==> src/design/wfc_pkg.sv <==
// Shared types and constants for the wall-follow controller.
// Depends on nothing; the other design files except wfc_chan_if refer to it by scoped names.
`timescale 1ns / 1ps

package wfc_pkg;

    localparam int DIST_W     = 8;
    localparam int SPEED_W    = 10;
    localparam int CMD_W      = 3;
    localparam int STAGE_W    = 2;
    localparam int CFG_IDX_W  = 3;
    localparam int CFG_DATA_W = 10;

    // Wall side codes, also used as the last-turn marker
    typedef enum logic [1:0] {
        WALL_LEFT   = 2'd0,
        WALL_CENTER = 2'd1,
        WALL_RIGHT  = 2'd2,
        WALL_NONE   = 2'd3
    } t_wall;

    // Motor command codes
    typedef enum logic [CMD_W-1:0] {
        CMD_NONE  = 3'd0,
        CMD_STOP  = 3'd1,
        CMD_FWD   = 3'd2,
        CMD_LEFT  = 3'd3,
        CMD_RIGHT = 3'd4
    } t_cmd;

    // Configuration register indexes
    typedef enum logic [CFG_IDX_W-1:0] {
        CFG_CRUISE_SPEED  = 3'd0,
        CFG_SEARCH_LOW    = 3'd1,
        CFG_SEARCH_HIGH   = 3'd2,
        CFG_HOLD_LOW      = 3'd3,
        CFG_HOLD_HIGH     = 3'd4,
        CFG_OBSTACLE_NEAR = 3'd5,
        CFG_ROTATE_SPEED  = 3'd6
    } t_cfg_idx;

    // Configuration reset values
    localparam logic [SPEED_W-1:0] RST_CRUISE_SPEED  = 10'd190;
    localparam logic [DIST_W-1:0]  RST_SEARCH_LOW    = 8'd30;
    localparam logic [DIST_W-1:0]  RST_SEARCH_HIGH   = 8'd45;
    localparam logic [DIST_W-1:0]  RST_HOLD_LOW      = 8'd35;
    localparam logic [DIST_W-1:0]  RST_HOLD_HIGH     = 8'd45;
    localparam logic [DIST_W-1:0]  RST_OBSTACLE_NEAR = 8'd45;
    localparam logic [SPEED_W-1:0] RST_ROTATE_SPEED  = 10'd90;
    localparam logic [DIST_W-1:0]  RST_MIN_DIST      = 8'd255;

    typedef struct packed {
        logic [SPEED_W-1:0] cruise_speed;
        logic [DIST_W-1:0]  search_low;
        logic [DIST_W-1:0]  search_high;
        logic [DIST_W-1:0]  hold_low;
        logic [DIST_W-1:0]  hold_high;
        logic [DIST_W-1:0]  obstacle_near;
        logic [SPEED_W-1:0] rotate_speed;
    } t_cfg;

    // Input beat: one sensor tick
    typedef struct packed {
        logic [DIST_W-1:0] dist_left;
        logic [DIST_W-1:0] dist_center;
        logic [DIST_W-1:0] dist_right;
    } t_sens;

    // Output beat: one motor command
    typedef struct packed {
        logic [CMD_W-1:0]   motor_command;
        logic [SPEED_W-1:0] motor_speed;
        logic [STAGE_W-1:0] stage_now;
    } t_motor;

    // Classified tick passed from front to back
    typedef struct packed {
        t_wall             wall;
        logic [DIST_W-1:0] min_dist;
        logic              hold_on;
        logic              hold_far;
        logic              obst;
    } t_cls;

endpackage

==> src/design/wfc_chan_if.sv <==
// Valid/ready stream channel carrying one typed payload per beat.
// Depends on nothing; payload types come from wfc_pkg at the instance.
`timescale 1ns / 1ps

interface wfc_chan_if #(
    parameter type T = logic
);
    logic valid;
    logic ready;
    T     data;

    modport source (output valid, output data, input ready);
    modport sink   (input valid, input data, output ready);
endinterface

==> src/design/wfc_front.sv <==
// Front end: accepts sensor beats and classifies them (nearest wall, bounds).
// Depends on wfc_pkg and wfc_chan_if.
`timescale 1ns / 1ps

module wfc_front (
    wfc_chan_if.sink      i_sens,
    input  wfc_pkg::t_cfg i_cfg,
    input  logic          i_q_full,
    output logic          o_push,
    output wfc_pkg::t_cls o_cls
);

    logic [wfc_pkg::DIST_W-1:0] l, c, r;

    assign l = i_sens.data.dist_left;
    assign c = i_sens.data.dist_center;
    assign r = i_sens.data.dist_right;

    // Accept whenever the queue has room
    assign i_sens.ready = !i_q_full;
    assign o_push       = i_sens.valid && !i_q_full;

    // Pick the nearest wall; a left/right tie not above center goes left
    always_comb begin
        o_cls = '0;
        if (l <= c && l < r) begin
            o_cls.wall     = wfc_pkg::WALL_LEFT;
            o_cls.min_dist = l;
        end else if (c <= l && c < r) begin
            o_cls.wall     = wfc_pkg::WALL_CENTER;
            o_cls.min_dist = c;
        end else if (r <= c && r < l) begin
            o_cls.wall     = wfc_pkg::WALL_RIGHT;
            o_cls.min_dist = r;
        end else begin
            o_cls.wall     = wfc_pkg::WALL_LEFT;
            o_cls.min_dist = l;
        end
        o_cls.hold_on  = (o_cls.min_dist > i_cfg.hold_low) &&
                         (o_cls.min_dist < i_cfg.hold_high);
        o_cls.hold_far = (o_cls.min_dist >= i_cfg.hold_high);
        o_cls.obst     = (c < i_cfg.obstacle_near);
    end

endmodule

==> src/design/wfc_queue.sv <==
// Short FIFO of classified ticks between the front and back ends.
// Depends on wfc_pkg.
`timescale 1ns / 1ps

module wfc_queue #(
    parameter int DEPTH = 2
) (
    input  logic          i_clk,
    input  logic          i_rst_n,
    input  logic          i_push,
    input  wfc_pkg::t_cls i_push_data,
    output logic          o_full,
    output logic          o_valid,
    output wfc_pkg::t_cls o_data,
    input  logic          i_pop
);

    localparam int PTR_W = (DEPTH > 1) ? $clog2(DEPTH) : 1;
    localparam int CNT_W = $clog2(DEPTH + 1);

    wfc_pkg::t_cls    r_mem [DEPTH];
    logic [PTR_W-1:0] r_wr, r_rd;
    logic [CNT_W-1:0] r_count, n_count;

    assign o_full  = (r_count == CNT_W'(DEPTH));
    assign o_valid = (r_count != '0);
    assign o_data  = r_mem[r_rd];

    // Track fill level
    always_comb begin
        case ({i_push, i_pop})
            2'b10:   n_count = r_count + 1'b1;
            2'b01:   n_count = r_count - 1'b1;
            default: n_count = r_count;
        endcase
    end

    // Store entries and advance pointers
    always_ff @(posedge i_clk) begin
        if (i_push) begin
            r_mem[r_wr] <= i_push_data;
        end
        if (!i_rst_n) begin
            r_wr    <= '0;
            r_rd    <= '0;
            r_count <= '0;
        end else begin
            r_count <= n_count;
            if (i_push) begin
                r_wr <= (r_wr == PTR_W'(DEPTH - 1)) ? '0 : r_wr + 1'b1;
            end
            if (i_pop) begin
                r_rd <= (r_rd == PTR_W'(DEPTH - 1)) ? '0 : r_rd + 1'b1;
            end
        end
    end

    a_fill_bound: assert property (@(posedge i_clk) disable iff (!i_rst_n)
        r_count <= CNT_W'(DEPTH))
        else $error("queue fill level above depth");

    a_pop_nonempty: assert property (@(posedge i_clk) disable iff (!i_rst_n)
        i_pop |-> r_count != '0)
        else $error("queue popped while empty");

endmodule

==> src/design/wfc_back.sv <==
// Back end: stage machine that turns classified ticks into motor beats.
// Depends on wfc_pkg and wfc_chan_if.
`timescale 1ns / 1ps

module wfc_back (
    input  logic          i_clk,
    input  logic          i_rst_n,
    input  wfc_pkg::t_cfg i_cfg,
    input  logic          i_q_valid,
    input  wfc_pkg::t_cls i_cls,
    output logic          o_pop,
    wfc_chan_if.source    o_motor
);

    typedef enum logic [1:0] {
        ST_SEARCH  = 2'd0,
        ST_FOLLOW  = 2'd1,
        ST_CORRECT = 2'd2,
        ST_ROTATE  = 2'd3
    } t_stage;

    t_stage                      r_stage, n_stage;
    wfc_pkg::t_wall              r_last_turn, n_last_turn;
    logic                        r_stopped, n_stopped;
    logic [wfc_pkg::DIST_W-1:0]  r_min, n_min;
    logic                        r_out_valid;
    wfc_pkg::t_motor             r_out;

    wfc_pkg::t_cmd               n_cmd;
    logic [wfc_pkg::SPEED_W-1:0] n_speed;
    logic                        want_move, leave;
    wfc_pkg::t_cmd               mv_cmd;
    wfc_pkg::t_wall              mv_code;
    t_stage                      leave_stage;
    logic                        search_on;

    // Take the next tick when the output register is free or being drained
    assign o_pop         = i_q_valid && (!r_out_valid || o_motor.ready);
    assign o_motor.valid = r_out_valid;
    assign o_motor.data  = r_out;

    assign search_on = (r_min > i_cfg.search_low) && (r_min < i_cfg.search_high);

    // Stage decisions
    always_comb begin
        n_stage     = r_stage;
        n_last_turn = r_last_turn;
        n_stopped   = r_stopped;
        n_min       = r_min;
        n_cmd       = wfc_pkg::CMD_NONE;
        n_speed     = '0;
        want_move   = 1'b0;
        mv_cmd      = wfc_pkg::CMD_NONE;
        mv_code     = wfc_pkg::WALL_NONE;
        leave       = 1'b0;
        leave_stage = ST_FOLLOW;

        unique case (r_stage)
            ST_SEARCH: begin
                if (!search_on) begin
                    n_min = i_cls.min_dist;
                    if (r_last_turn != i_cls.wall) begin
                        want_move = 1'b1;
                        mv_code   = i_cls.wall;
                        if (i_cls.wall == wfc_pkg::WALL_LEFT) begin
                            mv_cmd = wfc_pkg::CMD_LEFT;
                        end else if (i_cls.wall == wfc_pkg::WALL_CENTER) begin
                            mv_cmd = wfc_pkg::CMD_FWD;
                        end else begin
                            mv_cmd = wfc_pkg::CMD_RIGHT;
                        end
                    end
                end else begin
                    leave       = 1'b1;
                    leave_stage = ST_FOLLOW;
                end
            end
            ST_FOLLOW: begin
                n_min = i_cls.min_dist;
                if (i_cls.hold_on) begin
                    if (i_cls.wall != wfc_pkg::WALL_LEFT) begin
                        if (r_last_turn != wfc_pkg::WALL_RIGHT) begin
                            want_move = 1'b1;
                            mv_cmd    = wfc_pkg::CMD_RIGHT;
                            mv_code   = wfc_pkg::WALL_RIGHT;
                        end
                    end else if (r_last_turn != wfc_pkg::WALL_LEFT) begin
                        want_move = 1'b1;
                        mv_cmd    = wfc_pkg::CMD_FWD;
                        mv_code   = wfc_pkg::WALL_LEFT;
                    end
                end else begin
                    leave       = 1'b1;
                    leave_stage = ST_CORRECT;
                end
            end
            ST_CORRECT: begin
                n_min = i_cls.min_dist;
                if (!i_cls.hold_on) begin
                    if (i_cls.hold_far) begin
                        if (r_last_turn != wfc_pkg::WALL_RIGHT) begin
                            want_move = 1'b1;
                            mv_cmd    = wfc_pkg::CMD_LEFT;
                            mv_code   = wfc_pkg::WALL_RIGHT;
                        end
                    end else if (i_cls.obst) begin
                        n_stage = ST_ROTATE;
                    end else if (r_last_turn != wfc_pkg::WALL_LEFT) begin
                        want_move = 1'b1;
                        mv_cmd    = wfc_pkg::CMD_RIGHT;
                        mv_code   = wfc_pkg::WALL_LEFT;
                    end
                end else begin
                    leave       = 1'b1;
                    leave_stage = ST_FOLLOW;
                end
            end
            ST_ROTATE: begin
                if (i_cls.obst) begin
                    n_cmd     = wfc_pkg::CMD_RIGHT;
                    n_speed   = i_cfg.rotate_speed;
                    n_stopped = 1'b0;
                end else begin
                    leave       = 1'b1;
                    leave_stage = ST_FOLLOW;
                end
            end
            default: begin
                n_stage = ST_SEARCH;
            end
        endcase

        // Stop first; move only once already stopped
        if (want_move) begin
            if (!r_stopped) begin
                n_cmd     = wfc_pkg::CMD_STOP;
                n_stopped = 1'b1;
            end else begin
                n_cmd       = mv_cmd;
                n_speed     = i_cfg.cruise_speed;
                n_last_turn = mv_code;
                n_stopped   = 1'b0;
            end
        end

        // Leave the stage, stopping if moving
        if (leave) begin
            if (!r_stopped) begin
                n_cmd     = wfc_pkg::CMD_STOP;
                n_stopped = 1'b1;
            end
            n_last_turn = wfc_pkg::WALL_NONE;
            n_stage     = leave_stage;
        end
    end

    // Hold state and the output beat
    always_ff @(posedge i_clk) begin
        if (!i_rst_n) begin
            r_stage     <= ST_SEARCH;
            r_last_turn <= wfc_pkg::WALL_NONE;
            r_stopped   <= 1'b1;
            r_min       <= wfc_pkg::RST_MIN_DIST;
            r_out_valid <= 1'b0;
        end else if (o_pop) begin
            r_stage             <= n_stage;
            r_last_turn         <= n_last_turn;
            r_stopped           <= n_stopped;
            r_min               <= n_min;
            r_out_valid         <= 1'b1;
            r_out.motor_command <= n_cmd;
            r_out.motor_speed   <= n_speed;
            r_out.stage_now     <= n_stage;
        end else if (o_motor.ready) begin
            r_out_valid <= 1'b0;
        end
    end

    a_stop_sets_stopped: assert property (@(posedge i_clk) disable iff (!i_rst_n)
        o_pop && n_cmd == wfc_pkg::CMD_STOP |=> r_stopped)
        else $error("stop issued but stopped flag not set");

    a_quiet_no_speed: assert property (@(posedge i_clk) disable iff (!i_rst_n)
        r_out_valid && (r_out.motor_command == wfc_pkg::CMD_NONE ||
                        r_out.motor_command == wfc_pkg::CMD_STOP)
        |-> r_out.motor_speed == '0)
        else $error("speed nonzero on none or stop command");

    a_leave_clears_turn: assert property (@(posedge i_clk) disable iff (!i_rst_n)
        o_pop && n_stage != r_stage && n_stage != ST_ROTATE
        |=> r_last_turn == wfc_pkg::WALL_NONE)
        else $error("stage change kept a last turn");

endmodule

==> src/design/wall_follow_controller_unit.sv <==
// A sensor beat is classified and queued, then the stage machine registers its motor beat.
// Throughput: one beat per cycle while the receiver is ready; the back-end stage machine
// decides combinationally, and the classification queue decouples input and output stalls.
// Reset (synchronous, active low): stage search, no last turn, stopped, minimum
// distance 255, queue and output empty, configuration back to its default values.
`timescale 1ns / 1ps

module wall_follow_controller_unit #(
    parameter int QUEUE_DEPTH = 2
) (
    input  logic                           i_clk,
    input  logic                           i_rst_n,
    wfc_chan_if.sink                       i_sens,
    wfc_chan_if.source                     o_motor,
    input  logic                           i_cfg_we,
    input  logic [wfc_pkg::CFG_IDX_W-1:0]  i_cfg_idx,
    input  logic [wfc_pkg::CFG_DATA_W-1:0] i_cfg_data
);

    wfc_pkg::t_cfg r_cfg;
    logic          q_full, q_valid, push, pop;
    wfc_pkg::t_cls push_cls, q_cls;

    // Configuration register file
    always_ff @(posedge i_clk) begin
        if (!i_rst_n) begin
            r_cfg.cruise_speed  <= wfc_pkg::RST_CRUISE_SPEED;
            r_cfg.search_low    <= wfc_pkg::RST_SEARCH_LOW;
            r_cfg.search_high   <= wfc_pkg::RST_SEARCH_HIGH;
            r_cfg.hold_low      <= wfc_pkg::RST_HOLD_LOW;
            r_cfg.hold_high     <= wfc_pkg::RST_HOLD_HIGH;
            r_cfg.obstacle_near <= wfc_pkg::RST_OBSTACLE_NEAR;
            r_cfg.rotate_speed  <= wfc_pkg::RST_ROTATE_SPEED;
        end else if (i_cfg_we) begin
            unique case (wfc_pkg::t_cfg_idx'(i_cfg_idx))
                wfc_pkg::CFG_CRUISE_SPEED:  r_cfg.cruise_speed  <= i_cfg_data;
                wfc_pkg::CFG_SEARCH_LOW:    r_cfg.search_low    <= i_cfg_data[7:0];
                wfc_pkg::CFG_SEARCH_HIGH:   r_cfg.search_high   <= i_cfg_data[7:0];
                wfc_pkg::CFG_HOLD_LOW:      r_cfg.hold_low      <= i_cfg_data[7:0];
                wfc_pkg::CFG_HOLD_HIGH:     r_cfg.hold_high     <= i_cfg_data[7:0];
                wfc_pkg::CFG_OBSTACLE_NEAR: r_cfg.obstacle_near <= i_cfg_data[7:0];
                wfc_pkg::CFG_ROTATE_SPEED:  r_cfg.rotate_speed  <= i_cfg_data;
                default: begin
                end
            endcase
        end
    end

    // Classify incoming ticks
    wfc_front u_front (
        .i_sens   (i_sens),
        .i_cfg    (r_cfg),
        .i_q_full (q_full),
        .o_push   (push),
        .o_cls    (push_cls)
    );

    // Decouple front and back
    wfc_queue #(
        .DEPTH (QUEUE_DEPTH)
    ) u_queue (
        .i_clk       (i_clk),
        .i_rst_n     (i_rst_n),
        .i_push      (push),
        .i_push_data (push_cls),
        .o_full      (q_full),
        .o_valid     (q_valid),
        .o_data      (q_cls),
        .i_pop       (pop)
    );

    // Run the stage machine
    wfc_back u_back (
        .i_clk     (i_clk),
        .i_rst_n   (i_rst_n),
        .i_cfg     (r_cfg),
        .i_q_valid (q_valid),
        .i_cls     (q_cls),
        .o_pop     (pop),
        .o_motor   (o_motor)
    );

endmodule

==> src/flat_wrapper.sv <==
// flat-port wrapper written by rule: the top's interface ports become plain ports
module wall_follow_controller_unit_flat import wfc_pkg::*;
#(
    parameter int QUEUE_DEPTH = 2
)
  (i_clk, i_rst_n, i_cfg_we, i_cfg_idx, i_cfg_data, i_sens_valid, i_sens_data, i_sens_ready, o_motor_valid, o_motor_data, o_motor_ready);
  wfc_chan_if #(.T(t_sens)) i_sens_i ();
  wfc_chan_if #(.T(t_motor)) o_motor_i ();
  input  logic i_clk;
  input  logic i_rst_n;
  input  logic i_cfg_we;
  input  logic [wfc_pkg::CFG_IDX_W-1:0] i_cfg_idx;
  input  logic [wfc_pkg::CFG_DATA_W-1:0] i_cfg_data;
  input wire logic [$bits(i_sens_i.valid)-1:0] i_sens_valid;
  input wire logic [$bits(i_sens_i.data)-1:0] i_sens_data;
  output wire logic [$bits(i_sens_i.ready)-1:0] i_sens_ready;
  output wire logic [$bits(o_motor_i.valid)-1:0] o_motor_valid;
  output wire logic [$bits(o_motor_i.data)-1:0] o_motor_data;
  input wire logic [$bits(o_motor_i.ready)-1:0] o_motor_ready;
  assign i_sens_i.valid = i_sens_valid;
  assign i_sens_i.data = i_sens_data;
  assign i_sens_ready = i_sens_i.ready;
  assign o_motor_valid = o_motor_i.valid;
  assign o_motor_data = o_motor_i.data;
  assign o_motor_i.ready = o_motor_ready;
  wall_follow_controller_unit #(.QUEUE_DEPTH(QUEUE_DEPTH)) u_core (.i_clk(i_clk), .i_rst_n(i_rst_n), .i_sens(i_sens_i), .o_motor(o_motor_i), .i_cfg_we(i_cfg_we), .i_cfg_idx(i_cfg_idx), .i_cfg_data(i_cfg_data));
endmodule
==> config.mk <==
export PLATFORM = sky130hd
export DESIGN_NAME = wall_follow_controller_unit_flat
export DESIGN_NICKNAME = d
export VERILOG_FILES = /design/src/design/wfc_pkg.sv /design/src/design/wfc_chan_if.sv /design/src/design/wfc_front.sv /design/src/design/wfc_queue.sv /design/src/design/wfc_back.sv /design/src/design/wall_follow_controller_unit.sv /design/src/flat_wrapper.sv
export SDC_FILE = /design/constraint.sdc
export NUM_CORES = 1
export LEC_CHECK = 0
export BUFFER_PORTS_ARGS = -buffer_cell sky130_fd_sc_hd__clkbuf_2
export CAP_MARGIN = 10
export CORE_MARGIN = 4
export CORE_UTILIZATION = 67
export CTS_BUF_LIST = sky130_fd_sc_hd__clkbuf_4
export DETAILED_ROUTE_END_ITERATION = 8
export PLACE_DENSITY = 0.88
export SLEW_MARGIN = 20
export SYNTH_ARGS = -nofsm -noshare
export SYNTH_HDL_FRONTEND = slang
export SYNTH_SLANG_ARGS = --single-unit
export TNS_END_PERCENT = 5
==> constraint.sdc <==
create_clock -name i_clk -period 9 [get_ports i_clk]
set_input_delay 1.8 -clock i_clk [delete_from_list [all_inputs] [get_ports i_clk]]
set_output_delay 1.8 -clock i_clk [all_outputs]
set_load 0.005 [all_outputs]
# == After elaboration in Yosys (flattened, before gate mapping) ==
# Memory sizes are Yosys's and may differ from the RTL's. A register that Yosys moved wholly into a read port is not among the register bits.
# Cells that the tools add are included.
# word_totals
input_bits,42
elab_cells,163
register_bits,93
output_inout_bits,17
n_memories,1
mem_bits_rw,26
# op_classes
reduce_logical,33
add_sub_neg,4
mux,79
magnitude_cmp,12
n_eq_ne,16
# mem_list
memory,depth,width,rd,rd_clocked_by_memory_dff,wr,line_no,rtl
u_core.u_queue.r_mem,2,13,1,1,1,wfc_queue.sv:21,wfc_pkg::t_cls r_mem [DEPTH];
# ops
operator,count
10-bit two-way mux,7
3-bit two-way mux,17
8-bit less-than comparator,6
2-bit two-way mux,19
1-bit two-way mux,28
8-bit less-or-equal comparator,3
8-bit > comparator,2
8-bit case mux with 2 select lines,1
2-bit AND reduction,8
2-bit nonzero test,8
"3-bit equality test, second input constant",3
3-bit case mux with 3 select lines,1
"2-bit equality test, second input constant",4
8-bit greater-or-equal comparator,1
8-bit two-way mux,1
2-bit case mux with 2 select lines,2
1-bit logical AND,7
"2-bit by 1-bit equality test with 1-bit output, second input constant",3
"3-bit by 2-bit equality test with 1-bit output, second input constant",2
2-bit case mux with 3 select lines,1
3-bit AND reduction,2
2-bit logical NOT,2
"2-bit != test, second input constant",2
1-bit case mux with 4 select lines,1
11 further kinds,13

# == Logic depth before layout (Yosys ltp) ==
# Gate-level depths: netlist of the first run.
# logic_depth
depth_word,10
depth_mapped,20
depth_no_buf,18

# == By module ==
# A second synthesis of the first run with hierarchy kept.
# hier_totals
cells_unflattened,681
area_unflattened_um2,6925.4
# modules_own_cells
module,area_each_um2,cells_per_inst,seq_area_each_um2,instances
wall_follow_controller_unit,2383.5,226,1201.2,1
wfc_back,1979.4,206,730.7,1
wfc_front,1411.4,187,0.0,1
wfc_queue,1151.1,62,880.8,1

# == Worst setup path after synthesis of the first run ==
# Ideal clock, no wire load.
# synth_timing
path_type,input -> register
from,input i_sens_data[13]
to,"memory u_core.u_queue.r_mem[0][1] (netlist name), data pin"
stages,20
setup_slack_ns,3.986
n_path_buf,2
required_time_ns,8.721
setup_time_ns,0.279
arrival_ns,4.735
cell_sequence,inv_1 -> ha_1 -> a21o_1 -> a21oi_1 -> nor2b_1 -> o22ai_1 -> o31a_1 -> and3_1 -> clkbuf_1 -> or2_1 -> buf_2 -> o21ai_1 -> ha_1 -> nor2b_1 -> o21ai_0 -> nand2b_1 -> a21oi_1 -> nor2_1 -> a211oi_1 -> o21ai_0
# synth_lines
item,line_no,rtl
"start, declared",flat_wrapper.sv:15,input wire logic [$bits(i_sens_i.data)-1:0] i_sens_data;
"end, declared",wfc_queue.sv:21,

==> results of run 1 <==
==> path summary, 6_finish.rpt <==
kind                                  end  slack, ns             start
min reg2reg              u_core.r_cfg[50]       0.47  u_core.r_cfg[50]
min                      u_core.r_cfg[50]       0.47  u_core.r_cfg[50]
max            u_core.u_queue.r_mem[1][1]       3.98   i_sens_data[17]
max reg2reg  u_core.u_back.r_last_turn[1]       5.68          register
==> synthesized netlist by cell type (all sizes together) (21+ instances only) <==
| cell | count | area, µm² |
|---|---|---|
| nand2 | 133 | 502 |
| dfxtp | 79 | 1580 |
| ha | 68 | 851 |
| inv | 61 | 229 |
| edfxtp | 41 | 1230 |
| a21boi | 34 | 255 |
| nor2 | 26 | 97.6 |
| o21ai | 25 | 125 |
| o211ai | 24 | 180 |
| clkbuf | 21 | 78.8 |
| nand3 | 21 | 105 |
==> through the flow <==
| stage | hold WS [ns] | utilization [%] | instances | setup slack, ns | power (W) |
|---|---|---|---|---|---|
| finish | 0.475 | 77.3 | 900 | 3.98 | 0.00168 |
| global route | 0.490 | 77.3 | 900 | 3.66 | 0.00178 |
| CTS | 0.475 | 77.2 | 900 | 4.04 | 0.00168 |
| detailed placement | 0.456 | 73.7 | 868 | 3.46 | 0.00125 |
| global placement | 0.451 | 73.6 | 868 | 3.65 | 0.00122 |
| floorplan | 0.432 | - | 705 | 3.99 | 0.00111 |
==> cell type report <==
cell class                 instances  area, µm²
multi-input combinational        499       3410
sequential                       120       2810
fill                             665       2130
timing repair buffer              59        298
inverter                          61        229
clock inverter                    14        194
tap                              129        161
clock buffer                      18        135
==> power breakdown <==
part | switching, W | total, W | internal, W
registers | 0.0000543 | 0.000715 | 0.000661
logic | 0.000302 | 0.000531 | 0.000229
clock network | 0.000213 | 0.000438 | 0.000226
==> registers in the layout (all words and copies together) (netlist names), 2 cells and up, named ones only <==
signal and cells:
u_core.u_queue.r_mem 26, u_core.u_back.r_last_turn 2, u_core.u_back.r_min 8, u_core.u_back.o_motor.data 15, u_core.r_cfg 60, u_core.u_queue.r_count 2, u_core.u_back.r_stage 2
==> cell usage in the layout (no fill, tap or decap), types with 4 or more instances in the layout <==
master,netlist,final
dfxtp_1,79,79
and2_1,4,4
o21ai_1,11,11
nand2b_1,13,13
ha_1,68,68
a211oi_1,4,4
a21oi_1,14,14
clkbuf_4,0,18
mux2i_1,13,13
clkbuf_2,0,58
and3_1,4,4
nor2b_1,14,14
bufinv_16,0,4
nand3_1,21,21
nor2_1,26,25
o211ai_1,24,24
nor3_1,7,5
a21o_1,15,15
a22o_1,10,10
o21ai_0,14,14
o21a_1,5,5
nand2_1,132,132
inv_1,61,61
a22oi_1,9,9
a21boi_0,32,32
xnor2_1,5,5
nand4_1,12,12
edfxtp_1,41,41
==> cells by family (layout without fill, tap and decap cells) <==
kind of cell,Yosys count,in the layout,synth area share [%]
XOR/XNOR,6,6,0.917
flip-flops,120,120,43.0
AO/OA/AOI/OAI,164,164,18.3
multiplexers,16,16,2.60
AND/OR/NAND/NOR,245,245,17.1
adder cells (fa/ha/maj),68,68,13.0
buffers and inverters,86,152,5.10
==> per-layer routing <==
layer	vias to the layer above	global-route usage (%)	wire [µm]
li1	2592	-	-
met1	2535	32.8	6170
met2	188	46.8	7450
met3	29	6.02	929
met4	0	11.4	343
met5	-	0	0
==> tightest hold or removal path, cell delays in order, from the launching register on <==
cell,delay [ns]
dfxtp_1,0.33
nand2_1,0.05
a21boi_0,0.06
==> results.sh, run 1 <==
export IMPL_status="finished, final reports clean"
export IMPL_timing_final_crit_share_pct=55.7
export IMPL_setup_violations_final=0
export IMPL_cts_setup_buffers=0
export IMPL_hp_class="register to register"
export IMPL_final_hold_violation_count=0
export IMPL_die_h_um=107
export IMPL_syn_to_final_growth_pct=10.6
export IMPL_path_buf_inv=2
export IMPL_drt_initial_drc_count=348
export IMPL_portBuffers=58
export IMPL_ios=59
export IMPL_ir_drop_mv=0.150
export IMPL_rows=35
export IMPL_grtUsageTotal_pct=27.2
export IMPL_drv_cap=0
export IMPL_first_global_vias=5259
export IMPL_reg2regPathDepth=8
export IMPL_drc=0
export IMPL_yosysSeqAreaShare_pct=43.0
export IMPL_diodes=0
export IMPL_yosys_warnings=0
export IMPL_cp_slowest_cell="a211oi_4"
export IMPL_dieArea_mm2=0.0114
export IMPL_grt_first_pass_wirelength_mm=24.5
export IMPL_overflow=0
export IMPL_finalCriticalPeriod_ns=5.02
export IMPL_coreArea_mm2=0.00937
export IMPL_path_cells="clkbuf_2 -> inv_1 -> ha_1 -> nor2b_1 -> o21a_1 -> o21a_1 -> o21bai_1 -> a211oi_1 -> a211oi_4 -> or2_1 -> o21ai_1 -> ha_1 -> nor2b_1 -> o21ai_0 -> nand2b_1 -> a21oi_1 -> nor2_1 -> a211oi_1 -> o21ai_0"
export IMPL_antenna_found_initial=0
export IMPL_grt_setup_unrepaired="false"
export IMPL_skew_ns=0.0229
export IMPL_cts_htree_levels=4
export IMPL_p_leak_nw=3.17
export IMPL_postCtsHoldBufs=0
export IMPL_dieWidth_um=107
export IMPL_synthCells=705
export IMPL_synthFlopType="dfxtp_1"
export IMPL_wirelength_mm=14.9
export IMPL_end_kind="register"
export IMPL_via_per_inst=5.94
export IMPL_clk_latency_ns=0.54
export IMPL_slew_viol_final=0
export IMPL_tightest_slew_ns=1.12
export IMPL_fin_tns_setup_ns=0
export IMPL_post_cts_resized=0
export IMPL_place_gp_congestion=0.916
export IMPL_cp_depth=19
export IMPL_numCtsBuffers=17
export IMPL_cp_max_fo=11
export IMPL_root_buffer="clkbuf_4"
export IMPL_relSlewSlack_pct=25.4
export IMPL_clock_path_buffers=2
export IMPL_fmax_mhz=199
export IMPL_start_kind="input port"
export IMPL_synthArstFlopShare_pct=0
export IMPL_power_density_mw_per_mm2=233
export IMPL_hpwl_mm=11.1
export IMPL_crit_required_ns=9.27
export IMPL_path_clk_slew_ns=0.11
export IMPL_syn_num_nets=815
export IMPL_num_vias=5344
export IMPL_min_path_cells=2
export IMPL_placed_area_mm2=0.00691
export IMPL_critical_path_class="input port to register"
export IMPL_finish_instance_area_mm2=0.00724
export IMPL_drive_gt1_share_pct=13.9
export IMPL_initial_utilization_pct=69.9
export IMPL_cts_sinks=120
export IMPL_ant_nets=0
export IMPL_critPathTopFamily="compound AO/OA/AOI/OAI gates"
export IMPL_slowest_delay_ns=0.46
export IMPL_nets=868
export IMPL_grt_max_degree=81
export IMPL_syn_area_mm2=0.00655
export IMPL_first_pass_iters=5
export IMPL_synth_edf_count=41
export IMPL_wl_per_cell_um=16.5
export IMPL_ys_types=59
export IMPL_synth_seq_cells=120
export IMPL_cp_arrival_ns=5.28
export IMPL_cts_tree="done"
export IMPL_syn_mean_instance_area_um2=9.29
Note: power is estimated with default switching activity, not from simulation.
==> run 2, diff against run 1 <==
Settings changed: CORE_UTILIZATION 67 to 62, PLACE_DENSITY 0.88 to 0.83.
Clock period 9 ns to 5.2 ns, I/O delays scaled along.
==> results.sh, run 2 (synthesized netlist as in run 1, its figures left out) <==
export IMPL_cp_slowest_cell="ha_1"
export IMPL_power_density_mw_per_mm2=398
export IMPL_largest_register_ffs=60
export IMPL_num_vias=5268
export IMPL_cp_max_fo=9
export IMPL_dieArea_mm2=0.0123
export IMPL_cts_setup_buffers=0
export IMPL_largest_register="u_core.r_cfg"
export IMPL_worst_slack_ns=1.13
export IMPL_critPathTopFamily="compound AO/OA/AOI/OAI gates"
export IMPL_finalCriticalPeriod_ns=4.07
export IMPL_nets=871
export IMPL_finish_instance_area_mm2=0.00725
export IMPL_start_kind="input port"
export IMPL_ios=59
export IMPL_hpwl_mm=11.2
export IMPL_numCtsBuffers=17
export IMPL_dieWidth_um=111
export IMPL_first_global_vias=5189
export IMPL_fin_tns_setup_ns=0
export IMPL_path_clk_slew_ns=0.09
export IMPL_fmax_mhz=246
export IMPL_skew_ns=0.0141
export IMPL_final_hold_violation_count=0
export IMPL_status="finished, final reports clean"
export IMPL_dp_slack_ns=0.586
export IMPL_end_kind="register"
export IMPL_portBuffers=58
export IMPL_diodes=0
export IMPL_initial_utilization_pct=63.4
export IMPL_grt_max_degree=81
export IMPL_die_h_um=111
export IMPL_cts_tree="done"
export IMPL_syn_to_final_growth_pct=10.8
export IMPL_grt_first_pass_wirelength_mm=24.2
export IMPL_tightest_slew_ns=1.05
export IMPL_slowest_delay_ns=0.34
export IMPL_post_cts_resized=0
export IMPL_seq_area_mm2=0.00281
export IMPL_overflow=0
export IMPL_ant_nets=0
export IMPL_clk_latency_ns=0.53
export IMPL_via_per_inst=5.79
export IMPL_rows=37
export IMPL_cts_htree_levels=4
export IMPL_placed_area_mm2=0.00694
export IMPL_hp_class="register to register"
export IMPL_relSlewSlack_pct=29.9
export IMPL_crit_required_ns=5.45
export IMPL_root_buffer="clkbuf_4"
export IMPL_ir_drop_mv=0.332
export IMPL_cp_arrival_ns=4.32
export IMPL_antenna_found_initial=0
export IMPL_layout_commonest_cell="nand2_1"
export IMPL_clock_path_buffers=2
export IMPL_cts_sinks=120
export IMPL_drt_initial_drc_count=349
export IMPL_coreArea_mm2=0.0103
export IMPL_p_leak_nw=3.19
export IMPL_critical_path_class="input port to register"
export IMPL_slew_viol_final=0
export IMPL_wl_per_cell_um=16.2
export IMPL_multi_input_area_mm2=0.00341
export IMPL_path_cells="clkbuf_2 -> inv_1 -> ha_1 -> a21o_1 -> a21oi_1 -> nor2b_1 -> o22ai_1 -> o31a_1 -> and3_1 -> or2_1 -> o21ai_1 -> ha_1 -> nor2b_1 -> o21ai_0 -> nand2b_1 -> a21oi_1 -> nor2_1 -> a211oi_1 -> o21ai_0"
export IMPL_drc=0
export IMPL_postCtsHoldBufs=0
export IMPL_place_gp_congestion=0.886
export IMPL_drive_gt1_share_pct=14.0
export IMPL_timing_final_crit_share_pct=78.3
export IMPL_final_util_pct=70.3
export IMPL_path_buf_inv=2
export IMPL_final_cell_mix="132 x nand2_1, 79 x dfxtp_1, 68 x ha_1"
export IMPL_p_total_w=0.00289
export IMPL_first_pass_iters=5
export IMPL_drv_cap=0
export IMPL_setup_violations_final=0
export IMPL_fillCellCount=819
export IMPL_grt_setup_unrepaired="false"
export IMPL_grtUsageTotal_pct=24.3
export IMPL_wirelength_mm=14.7
-- run 2: cell count changes in the layout (fill, tap and decap cells not counted), sizes merged --
cell | before | now
clkbuf | 76 | 79
clkinvlp | 1 | 0
inv | 65 | 63
buf | 1 | 4
-- run 2: per-layer routing --
layer  vias up  wire length [µm]  track usage, %
met5         -                 0               0
met4         0               320            8.78
met3        30               813            5.35
met2       145              7350            41.4
met1      2493              6230            30.2
li1       2600                 -               -
-- run 2: final cells by class --
cell class / count / area share (%)
multi-input combinational: 499 / 47.0
sequential: 120 / 38.8
timing repair buffer: 62 / 4.42
inverter: 61 / 3.16
clock buffer: 21 / 2.17
tap: 136 / 2.35
clock inverter: 11 / 2.12
-- run 2: worst paths after layout --
path                    start                           end  slack (ns)  cells past startpoint
max           i_sens_data[13]    u_core.u_queue.r_mem[0][1]        1.13                     19
min          u_core.r_cfg[59]              u_core.r_cfg[59]        0.47                      2
max reg2reg          register  u_core.u_back.r_last_turn[1]        2.02                      8
min reg2reg  u_core.r_cfg[59]              u_core.r_cfg[59]        0.47                      2
-- run 2: worst register-to-register path: cells and delay by family (launching register included) --
| family | cells | cell delay [ns] |
|---|---|---|
| muxes | 1 | 0.33 |
| and+or+nand+nor | 1 | 0.50 |
| AOI/OAI and AO/OA | 6 | 1.30 |
| DFF | 1 | 0.98 |
-- run 2: metrics by stage --
step | hold WS (ns) | std cells
after global routing | 0.500 | 910
after CTS | 0.471 | 910
after global placement | 0.451 | 878
after floorplan | 0.432 | 705
after detailed placement | 0.458 | 878
final | 0.468 | 910
-- run 2: where the power goes --
group / leakage [nW] / switching [W] / internal, W
combinational: 1.98 / 0.000522 / 0.000401
sequential: 1.03 / 0.0000901 / 0.00114
clock: 0.179 / 0.000333 / 0.000398
==> run 3, diff against run 2 <==
Settings changed: ABC_AREA set to 1, CORE_UTILIZATION 62 to 56, PLACE_DENSITY 0.83 to 0.79.
Clock period 5.2 ns to 3.4 ns, I/O delays scaled along.
==> results.sh, run 3 <==
export IMPL_yosysSeqAreaShare_pct=42.8
export IMPL_p_int_w=0.00292
export IMPL_swShare_pct=38.7
export IMPL_synthTopCellsByCount="153 x nand2_1, 105 x inv_1, 79 x dfxtp_1, 68 x ha_1, 60 x nor2_1"
export IMPL_postCtsHoldBufs=0
export IMPL_p_leak_nw=3.66
export IMPL_cts_htree_levels=4
export IMPL_clkPwrFrac_pct=21.7
export IMPL_cts_sinks=120
export IMPL_cp_arrival_ns=3.28
export IMPL_synth_seq_cells=120
export IMPL_crit_required_ns=3.66
export IMPL_portBuffers=58
export IMPL_end_kind="register"
export IMPL_dieArea_mm2=0.0135
export IMPL_clk_latency_ns=0.52
export IMPL_p_switching_w=0.00184
export IMPL_coreArea_mm2=0.0115
export IMPL_cp_max_fo=9
export IMPL_synth_top_area_share_pct=24.0
export IMPL_ir_drop_mv=0.499
export IMPL_grt_setup_unrepaired="false"
export IMPL_num_vias=5567
export IMPL_pwr_share_comb_pct=37.9
export IMPL_dieWidth_um=116
export IMPL_largest_register_ffs=60
export IMPL_syn_mean_instance_area_um2=8.23
export IMPL_fmax_mhz=331
export IMPL_yosysTopAreaCell="dfxtp_1"
export IMPL_fillCellCount=927
export IMPL_drive_gt1_share_pct=19.6
export IMPL_largest_register="u_core.r_cfg"
export IMPL_syn_num_nets=909
export IMPL_drt_initial_drc_count=433
export IMPL_synthCells=799
export IMPL_overflow=0
export IMPL_cts_tree="done"
export IMPL_initial_utilization_pct=57.3
export IMPL_synth_area_leaders="dfxtp_1 24%, edfxtp_1 19%, ha_1 13%"
export IMPL_first_global_vias=5262
export IMPL_final_cell_mix="153 x nand2_1, 105 x inv_1, 79 x dfxtp_1"
export IMPL_finalNonFillerCells=1057
export IMPL_grt_max_degree=43
export IMPL_synth_most_common_cell="nand2_1"
export IMPL_start_kind="input port"
export IMPL_diodes=0
export IMPL_finalCriticalPeriod_ns=3.02
export IMPL_ant_nets=0
export IMPL_synthFlopType="dfxtp_1"
export IMPL_multi_input_area_mm2=0.00325
export IMPL_syn_area_mm2=0.00658
export IMPL_seq_power_share_pct=40.4
export IMPL_placed_area_mm2=0.00727
export IMPL_hpwl_mm=11.2
export IMPL_root_buffer="clkbuf_4"
export IMPL_status="finished, final reports clean"
export IMPL_layout_commonest_cell="nand2_1"
export IMPL_grtUsageTotal_pct=22.7
export IMPL_critical_path_class="input port to register"
export IMPL_setup_violations_final=0
export IMPL_die_h_um=116
export IMPL_final_hold_violation_count=0
export IMPL_synthArstFlopShare_pct=0
export IMPL_seq_area_mm2=0.00281
export IMPL_post_cts_resized=0
export IMPL_via_per_inst=5.27
export IMPL_first_pass_iters=5
export IMPL_timing_final_crit_share_pct=89.0
export IMPL_synth_edf_count=41
export IMPL_place_inst=1025
export IMPL_grt_first_pass_wirelength_mm=24.2
export IMPL_relSlewSlack_pct=48.7
export IMPL_numCtsBuffers=17
export IMPL_drc=0
export IMPL_tightest_slew_ns=0.769
export IMPL_cts_setup_buffers=0
export IMPL_power_density_mw_per_mm2=630
export IMPL_slew_viol_final=0
export IMPL_hp_class="input port to register"
export IMPL_ios=59
export IMPL_finish_instance_area_mm2=0.00756
export IMPL_wirelength_mm=14.8
export IMPL_ys_types=36
export IMPL_rows=39
export IMPL_syn_to_final_growth_pct=14.9
export IMPL_skew_ns=0.0182
export IMPL_path_clk_slew_ns=0.12
export IMPL_antenna_found_initial=0
export IMPL_drv_cap=0
export IMPL_yosys_warnings=0
export IMPL_clock_path_buffers=2
export IMPL_nets=1011
export IMPL_place_gp_congestion=0.905
export IMPL_wl_per_cell_um=14.0
## run 3: changes by cell type after synthesis, sizes merged, moves of 10 or more
cell    delta
a21oi     +46
a21o      -15
nand2b    -13
mux2i     -14
inv       +48
a22o      -10
o21ai     +36
nand3     +47
nor2      +39
a21boi    -32
nand2     +32
nor2b     -15
## run 3: routing by layer
metal  global-route usage [%]  vias to the layer above  part of all wire [%]
met1                     29.2                     2512                    46
met5                        0                        -                     0
met4                     7.97                        0                   2.5
met3                     5.80                       29                   4.8
met2                     37.4                      131                    47
li1                         -                     2895                     -
## run 3: kinds of logic after synthesis
kind of cell    Yosys count  share of synthesized area (%)
simple gates            324                           22.7
flops                   120                           42.8
fa+ha+maj                68                           12.9
buf+inv                 129                           7.76
compound gates          158                           13.9
## run 3: per-stage QoR
step / TNS, ns / power [W] / util [%] / hold WS, ns / worst slack, ns
2_1_floorplan: 0 / 0.00323 / - / 0.423 / 0.150
3_5_place_dp: -0.520 / 0.00375 / 63.4 / 0.442 / -0.140
4_1_cts: 0 / 0.00479 / 65.9 / 0.364 / 0.433
6_report: 0 / 0.00476 / 65.9 / 0.401 / 0.376
3_3_place_gp: -0.329 / 0.00370 / 63.4 / 0.437 / -0.110
5_1_grt: 0 / 0.00513 / 65.9 / 0.351 / 0.0758
## run 3: worst max-delay path, stage by stage
cell       delay (ns)
clkbuf_2         0.10
inv_1            0.04
ha_1             0.28
nand2_1          0.06
nor2_1           0.16
nand3_1          0.08
o21ai_0          0.27
nand2_1          0.12
buf_4            0.18
nand3_1          0.09
nand3_1          0.17
ha_1             0.36
inv_1            0.06
nor2_1           0.03
o21bai_1         0.12
a21oi_1          0.08
a2111oi_0        0.29
nor3_1           0.10
## run 3: final timing paths
check	start	endpoint	slack (ns)	cells past startpoint
min reg2reg	u_core.u_queue.r_rd	u_core.u_queue.r_rd	0.46	1
max	i_sens_data[15]	u_core.u_queue.r_mem[0][2]	0.38	18
min	i_cfg_data[9]	u_core.r_cfg[59]	0.40	3
max reg2reg	u_core.u_back.r_min[7]	u_core.u_back.o_motor.data[12]	1.17	11
## run 3: power by group through the flow
stage                     clock network (W)  registers, W  logic, W
after global routing                0.00112       0.00195   0.00206
after global placement                    0       0.00195   0.00175
after floorplan                           0       0.00192   0.00131
after CTS                           0.00105       0.00192   0.00181
final                               0.00103       0.00192   0.00181
after detailed placement                  0       0.00196   0.00180
## run 3: layout make-up
type	instances	share of cell area, %
clock buffers	17	1.69
multi-input cells	550	43.0
well taps	143	2.37
clock inverters	15	2.17
inverters	113	5.61
repair buffers	99	7.91
flip-flops and latches	120	37.2
